==> src/srrw_pkg.sv <==
package srrw_pkg;

  typedef struct packed {
    logic [15:0] in_seq;
    logic [31:0] in_payload;
  } in_t;

  typedef struct packed {
    logic        out_kind;
    logic [15:0] out_seq;
    logic [31:0] out_payload;
    logic        out_last;
  } out_t;

  localparam logic KIND_ACK     = 1'b0;
  localparam logic KIND_DELIVER = 1'b1;

  typedef logic [2:0] step_t;

  localparam step_t STEP_FETCH   = 3'd0;
  localparam step_t STEP_ACK     = 3'd1;
  localparam step_t STEP_READ    = 3'd2;
  localparam step_t STEP_DELIVER = 3'd3;
  localparam step_t STEP_FLUSH   = 3'd4;

  typedef enum logic [2:0] {
    OP_NOP,
    OP_FETCH,
    OP_ACK,
    OP_READ,
    OP_DELIVER,
    OP_FLUSH
  } op_t;

  typedef enum logic [1:0] {
    COND_ALWAYS,
    COND_IN,
    COND_MARKED,
    COND_OUT_OK
  } cond_t;

  typedef struct packed {
    op_t   op;
    cond_t cond;
    step_t tgt_true;
    step_t tgt_false;
  } ctrl_t;

  typedef struct packed {
    logic in_valid;
    logic marked;
    logic out_ok;
  } flags_t;

  function automatic ctrl_t microcode(input step_t step);
    ctrl_t w;
    case (step)
      STEP_FETCH:   w = '{OP_FETCH,   COND_IN,     STEP_ACK,     STEP_FETCH};
      STEP_ACK:     w = '{OP_ACK,     COND_ALWAYS, STEP_READ,    STEP_READ};
      STEP_READ:    w = '{OP_READ,    COND_MARKED, STEP_DELIVER, STEP_FLUSH};
      STEP_DELIVER: w = '{OP_DELIVER, COND_OUT_OK, STEP_READ,    STEP_DELIVER};
      STEP_FLUSH:   w = '{OP_FLUSH,   COND_OUT_OK, STEP_FETCH,   STEP_FLUSH};
      default:      w = '{OP_NOP,     COND_ALWAYS, STEP_FETCH,   STEP_FETCH};
    endcase
    return w;
  endfunction

endpackage

==> src/srrw_ram.sv <==
module srrw_ram #(
  parameter int WIDTH = 32,
  parameter int DEPTH = 4,
  parameter int AW    = (DEPTH > 1) ? $clog2(DEPTH) : 1
) (
  input  logic             clk,
  input  logic             wr_en,
  input  logic [AW-1:0]    wr_addr,
  input  logic [WIDTH-1:0] wr_data,
  input  logic [AW-1:0]    rd_addr,
  output logic [WIDTH-1:0] rd_data
);

  logic [WIDTH-1:0] mem [DEPTH];

  always_ff @(posedge clk) begin
    if (wr_en) begin
      mem[wr_addr] <= wr_data;
    end
    rd_data <= mem[rd_addr];
  end

endmodule

==> src/srrw_seq.sv <==
module srrw_seq (
  input  logic             clk,
  input  logic             rst_n,
  input  srrw_pkg::flags_t flags,
  output srrw_pkg::ctrl_t  ctrl,
  output logic             go
);

  srrw_pkg::step_t step_r;
  srrw_pkg::step_t step_nxt;

  always_comb begin
    ctrl = srrw_pkg::microcode(step_r);
    case (ctrl.cond)
      srrw_pkg::COND_ALWAYS: go = 1'b1;
      srrw_pkg::COND_IN:     go = flags.in_valid;
      srrw_pkg::COND_MARKED: go = flags.marked;
      srrw_pkg::COND_OUT_OK: go = flags.out_ok;
      default:               go = 1'b0;
    endcase
    step_nxt = go ? ctrl.tgt_true : ctrl.tgt_false;
  end

  always_ff @(posedge clk) begin
    if (!rst_n) begin
      step_r <= srrw_pkg::STEP_FETCH;
    end else begin
      step_r <= step_nxt;
    end
  end

endmodule

==> src/selective_repeat_receive_window.sv <==
// an acknowledgement is registered as the pending result in the ACK step and moves to the output
// register in the next DELIVER or FLUSH step; a new transaction is taken only in the FETCH step,
// after all deliveries it releases and the flush, and in_stall is high in every other step
// output stalls can hold the DELIVER and FLUSH steps while a result is held back
// reset (synchronous, active low) clears the window base, slot marks and sequencer
// slot payload ram is not cleared: a slot is read only after it was written
module selective_repeat_receive_window #(
  parameter int WINDOW       = 4,
  parameter int SEQ_BITS     = 16,
  parameter int PAYLOAD_BITS = 32
) (
  input  logic            clk,
  input  logic            rst_n,
  input  logic            in_valid,
  output logic            in_stall,
  input  srrw_pkg::in_t   in_data,
  output logic            out_valid,
  input  logic            out_stall,
  output srrw_pkg::out_t  out_data
);

  localparam int SLOT_W = (WINDOW > 1) ? $clog2(WINDOW) : 1;
  localparam logic [SLOT_W:0]      WIN_S   = (SLOT_W + 1)'(WINDOW);
  localparam logic [SLOT_W-1:0]    SLOT_MAX = SLOT_W'(WINDOW - 1);
  localparam logic [SEQ_BITS+6:0]  WIN_CMP = (SEQ_BITS + 7)'(WINDOW);

  srrw_pkg::ctrl_t  ctrl;
  srrw_pkg::flags_t flags;
  logic             go;

  logic [SEQ_BITS-1:0]     seq_r;
  logic [PAYLOAD_BITS-1:0] pay_r;
  logic [SEQ_BITS-1:0]     base_r;
  logic [SLOT_W-1:0]       base_slot_r;
  logic [WINDOW-1:0]       rcv_r;
  logic                    pend_v_r;
  srrw_pkg::out_t          pend_r;
  logic                    out_valid_r;
  srrw_pkg::out_t          out_r;

  logic [SEQ_BITS-1:0]     seq_dist;
  logic                    in_win;
  logic                    wrap;
  logic [SLOT_W:0]         sum;
  logic [SLOT_W:0]         sum_red;
  logic [SLOT_W-1:0]       idx;
  logic [SLOT_W-1:0]       base_slot_nxt;
  logic [PAYLOAD_BITS-1:0] ram_rd;
  logic                    out_free;
  logic                    fetch_do;
  logic                    ack_do;
  logic                    del_do;
  logic                    flush_do;
  logic                    push;

  srrw_seq u_seq (
    .clk   (clk),
    .rst_n (rst_n),
    .flags (flags),
    .ctrl  (ctrl),
    .go    (go)
  );

  srrw_ram #(
    .WIDTH (PAYLOAD_BITS),
    .DEPTH (WINDOW),
    .AW    (SLOT_W)
  ) u_ram (
    .clk     (clk),
    .wr_en   (ack_do),
    .wr_addr (idx),
    .wr_data (pay_r),
    .rd_addr (base_slot_r),
    .rd_data (ram_rd)
  );

  // slot of an in-window sequence without a modulo: offset from the base slot,
  // or the sequence itself once the window has wrapped past zero
  always_comb begin
    seq_dist = seq_r - base_r;
    in_win   = (SEQ_BITS + 7)'(seq_dist) < WIN_CMP;
    wrap     = seq_r < base_r;
    sum      = {1'b0, base_slot_r} + (SLOT_W + 1)'(seq_dist);
    sum_red  = (sum >= WIN_S) ? sum - WIN_S : sum;
    idx      = wrap ? SLOT_W'(seq_r) : sum_red[SLOT_W-1:0];

    if (base_r == '1) begin
      base_slot_nxt = '0;
    end else if (base_slot_r == SLOT_MAX) begin
      base_slot_nxt = '0;
    end else begin
      base_slot_nxt = base_slot_r + SLOT_W'(1);
    end

    out_free       = !out_valid_r || !out_stall;
    flags.in_valid = in_valid;
    flags.marked   = rcv_r[base_slot_r];
    flags.out_ok   = !pend_v_r || out_free;

    fetch_do = (ctrl.op == srrw_pkg::OP_FETCH) && go;
    ack_do   = (ctrl.op == srrw_pkg::OP_ACK) && in_win && !rcv_r[idx];
    del_do   = (ctrl.op == srrw_pkg::OP_DELIVER) && go;
    flush_do = (ctrl.op == srrw_pkg::OP_FLUSH) && go;
    push     = (del_do || flush_do) && pend_v_r;
  end

  assign in_stall  = (ctrl.op != srrw_pkg::OP_FETCH);
  assign out_valid = out_valid_r;
  assign out_data  = out_r;

  always_ff @(posedge clk) begin
    if (!rst_n) begin
      base_r      <= '0;
      base_slot_r <= '0;
      rcv_r       <= '0;
      pend_v_r    <= 1'b0;
      out_valid_r <= 1'b0;
    end else begin
      if (ack_do) begin
        rcv_r[idx] <= 1'b1;
        pend_v_r   <= 1'b1;
      end
      if (del_do) begin
        rcv_r[base_slot_r] <= 1'b0;
        base_r             <= base_r + SEQ_BITS'(1);
        base_slot_r        <= base_slot_nxt;
        pend_v_r           <= 1'b1;
      end
      if (flush_do) begin
        pend_v_r <= 1'b0;
      end
      if (push) begin
        out_valid_r <= 1'b1;
      end else if (!out_stall) begin
        out_valid_r <= 1'b0;
      end
    end
  end

  always_ff @(posedge clk) begin
    if (fetch_do) begin
      seq_r <= SEQ_BITS'(in_data.in_seq);
      pay_r <= PAYLOAD_BITS'(in_data.in_payload);
    end
    if (ack_do) begin
      pend_r <= '{srrw_pkg::KIND_ACK, 16'(seq_r), 32'd0, 1'b0};
    end
    if (del_do) begin
      pend_r <= '{srrw_pkg::KIND_DELIVER, 16'(base_r), 32'(ram_rd), 1'b0};
    end
    if (push) begin
      out_r <= '{pend_r.out_kind, pend_r.out_seq, pend_r.out_payload, flush_do};
    end
  end

`ifndef NO_ASSERTIONS
  a_deliver_marked: assert property (@(posedge clk) disable iff (!rst_n)
    del_do |-> rcv_r[base_slot_r])
    else $error("delivery from an unmarked slot");

  a_base_advance: assert property (@(posedge clk) disable iff (!rst_n)
    del_do |=> base_r == SEQ_BITS'($past(base_r) + SEQ_BITS'(1)))
    else $error("window base did not advance by one on delivery");

  a_fetch_drained: assert property (@(posedge clk) disable iff (!rst_n)
    ctrl.op == srrw_pkg::OP_FETCH |-> !pend_v_r)
    else $error("pending result left over when taking a new transaction");

  a_ack_no_payload: assert property (@(posedge clk) disable iff (!rst_n)
    out_valid_r && out_r.out_kind == srrw_pkg::KIND_ACK |-> out_r.out_payload == '0)
    else $error("acknowledgement carries a payload");
`endif

endmodule
==> config.mk <==
export PLATFORM = sky130hd
export DESIGN_NAME = selective_repeat_receive_window
export DESIGN_NICKNAME = d
export VERILOG_FILES = /design/src/srrw_pkg.sv /design/src/srrw_ram.sv /design/src/srrw_seq.sv /design/src/selective_repeat_receive_window.sv
export SDC_FILE = /design/constraint.sdc
export NUM_CORES = 1
export LEC_CHECK = 0
export BUFFER_PORTS_ARGS = -buffer_cell sky130_fd_sc_hd__buf_2
export CAP_MARGIN = 20
export CORE_UTILIZATION = 29
export DETAILED_ROUTE_END_ITERATION = 8
export GPL_TIMING_DRIVEN = 0
export HOLD_SLACK_MARGIN = 0.06
export PLACE_DENSITY = 0.43
export SYNTH_ARGS = -nofsm -noshare
export SYNTH_HDL_FRONTEND = slang
export SYNTH_HIERARCHICAL = 1
export SYNTH_SLANG_ARGS = --single-unit
==> constraint.sdc <==
create_clock -name clk -period 15 [get_ports clk]
set_input_delay 0.75 -clock clk [delete_from_list [all_inputs] [get_ports clk]]
set_output_delay 0.75 -clock clk [all_outputs]
set_load 0.01 [all_outputs]
==> flow_metrics.tcl <==
set metrics [dict create \
    status "finished clean" \
    port_buffers 103 \
    worst_slack_ns 10.26 \
    synth_cells 738 \
    ir_drop_v 0.0000703 \
    switching_share 0.221 \
    cts_max_level 2 \
    drt.antenna.violating_nets 0 \
    vias 6523 \
    rsz0062_at_grt "false" \
    drc 0 \
    hold_slack_ns 0.362 \
    syn_area_um2 12600 \
    r2r_start "u_seq/step_r[0]" \
    p_int_uw 1580 \
    fp.dieW_um 210 \
    rrSetupSlack_ns 10.26 \
    period_minus_slack_ns 4.74 \
    drt_first_iter_violations 413 \
    avgViaCountPerCell 4.36 \
    skew_ns 0.0219 \
    crit_type "flop to flop" \
    antenna_cells 0 \
    cts_resized 0 \
    numCtsBuffers 38 \
    r2r_cells 15 \
    cts-root-buf "clkbuf_16" \
    syn-num-nets 813 \
    drt_wl_total_um 27000 \
    cts.clk_slew.worst_paths_ns 0.06 \
    grt_max_degree 52 \
    r2r_end "u_ram/mem[0][5]" \
    final.period_utilization 0.316 \
    worst_slew_pin_slew_ns 0.911 \
    startpoint_type "flop" \
    grt_antenna_before_repair 0 \
    rows 75 \
    die_h_um 210 \
    crit_path_top_delay_cell "nor3b_2" \
    gp_congestion 0.794 \
    firstDrtPassIters 4 \
    coreArea_um2 42300 \
    p_sw_uw 448 \
    syn2layout_area_growth_pct 21.1 \
    critPathMaxFanout 9 \
    wl_per_cell_um 18.0 \
    dp_hpwl_um 17100 \
    hold_depth 1 \
    pwr_density_cell_nw_per_um2 133 \
    post_cts_buffers 0 \
    ios 104 \
    ys_warn_count 6 \
    initial_utilization 0.297 \
    critPathArrivalTime_ns 5.01 \
    avgSynthCellArea_um2 17.0 \
    slew_violations 0 \
    worst_setup_path_end_kind "flop" \
    clkPwrFrac 0.448 \
    seq_power_share 0.511 \
    grt_usage 0.127 \
    dieArea_um2 44100 \
    min_from "in_data[4]" \
    maxCapViolCount 0 \
    p_leak_uw 0.00508 \
    setup_violations 0 \
    tritoncts "done" \
    pwr-share-comb 0.041 \
    clockBufferDepth 3 \
    required_ns 15.27 \
    holdPathEnd "pay_r[4]" \
    finalHoldViolCount 0 \
    hold_class "input pin to flop" \
    layout-drive-gt1-share 0.248 \
    grt_pass1_wl_um 41400 \
    grt_pass1_vias 6727 \
    max_stage_delay_ns 0.74 \
    nNetsFinal 965 \
    relSlewSlack 0.390 \
    fin_cells 1497 \
    grt-ovfl-total 0 \
    path_cells "buf_2 > xnor2_1 > nor2_1 > or3b_1 > a2111oi_2 > nand4_1 > nor4_1 > nand4_1 > a2111oi_2 > nand3_2 > a21o_2 > inv_1 > nor3b_2 > buf_8 > buf_6" \
    insertion_delay_ns 0.56 \
    setup_tns_ns 0 \
    post-route-util 0.359 \
    pre_cts_slack_ns 10.16 \
    dp.cells 1427 \
    holdBufCountCts 0 \
    numClockSinks 334 \
    fmax_mhz 211 \
]
-- layout make-up --
cell class	count	area, um2
plain buffers	26	168
fillers	4037	27100
multi-input cells	345	2860
clock inverters	26	256
well taps	577	722
clock buffers	44	973
flip-flops and latches	334	9430
repair buffers	112	672
inverters	33	124
-- placed cells by master (no fill, tap or decap), types with 7 or more instances in the layout --
cell,n
ha_1,22
nor2_1,33
clkinvlp_4,7
dfxtp_1,60
nand3_1,8
nand2_1,37
inv_1,32
a21oi_1,18
edfxtp_1,274
and2_1,34
mux4_2,31
clkinv_1,8
nor2b_1,7
o21ai_0,23
nor3_1,10
xnor2_1,20
buf_2,108
clkbuf_1,20
clkbuf_16,38
buf_12,7
-- flip-flops by register name, indices dropped and copies added (netlist names) --
signal / flops
u_seq/step_r: 3
out_data: 50
rcv_r: 4
base_slot_r: 2
pend_v_r: 1
u_ram/rd_data: 32
out_valid: 1
seq_r: 16
u_ram/mem: 128
pend_r: 49
pay_r: 32
base_r: 16
-- per-stage QoR --
stage,cell area (um2),total power [uW]
6_report,15200,2030
5_1_grt,15200,2110
4_1_cts,15200,2070
3_5_place_dp,14000,1140
3_3_place_gp,13800,1140
2_1_floorplan,12600,1110
-- routing by layer --
layer  track usage  wire (um)
met5             0          0
met4        0.0435        655
met3        0.0299       1010
met2         0.201      12400
met1         0.171      12900
-- critical path, delay by kind of cell (launching register included) --
family	cells	cell delay, ns
AOI/OAI and AO/OA	3	1.11
xor gates and xnor gates	1	0.08
buffers and inverters	4	0.70
DFF	1	0.39
and+or+nand+nor	7	2.16
-- worst max-delay path by stage --
| stage | to | from | cells past startpoint | slack, ns |
|---|---|---|---|---|
| 6_report | u_ram/mem[0][5] | u_seq/step_r[0] | 15 | 10.26 |
| 5_1_grt | u_ram/mem[0][0] | u_seq/step_r[0] | 15 | 9.78 |
| 4_1_cts | u_ram/mem[0][17] | u_seq/step_r[0] | 15 | 10.15 |
| 3_5_place_dp | u_ram/mem[0][19] | u_seq/step_r[0] | 15 | 10.16 |
| 3_3_place_gp | u_ram/mem[0][14] | u_seq/step_r[0] | 13 | 6.11 |
| 2_1_floorplan | u_ram/mem[0][0] | u_seq/step_r[1] | 13 | 9.47 |
-- power by group through the flow --
stage | clock network (uW) | registers [uW] | logic, uW
after global placement | 0 | 1060 | 80.1
after global routing | 977 | 1040 | 94.6
after detailed placement | 0 | 1060 | 85.3
after floorplan | 0 | 1050 | 53.2
final | 908 | 1040 | 84.2
after CTS | 943 | 1040 | 85.6
Power figures use the tool's default switching activity.
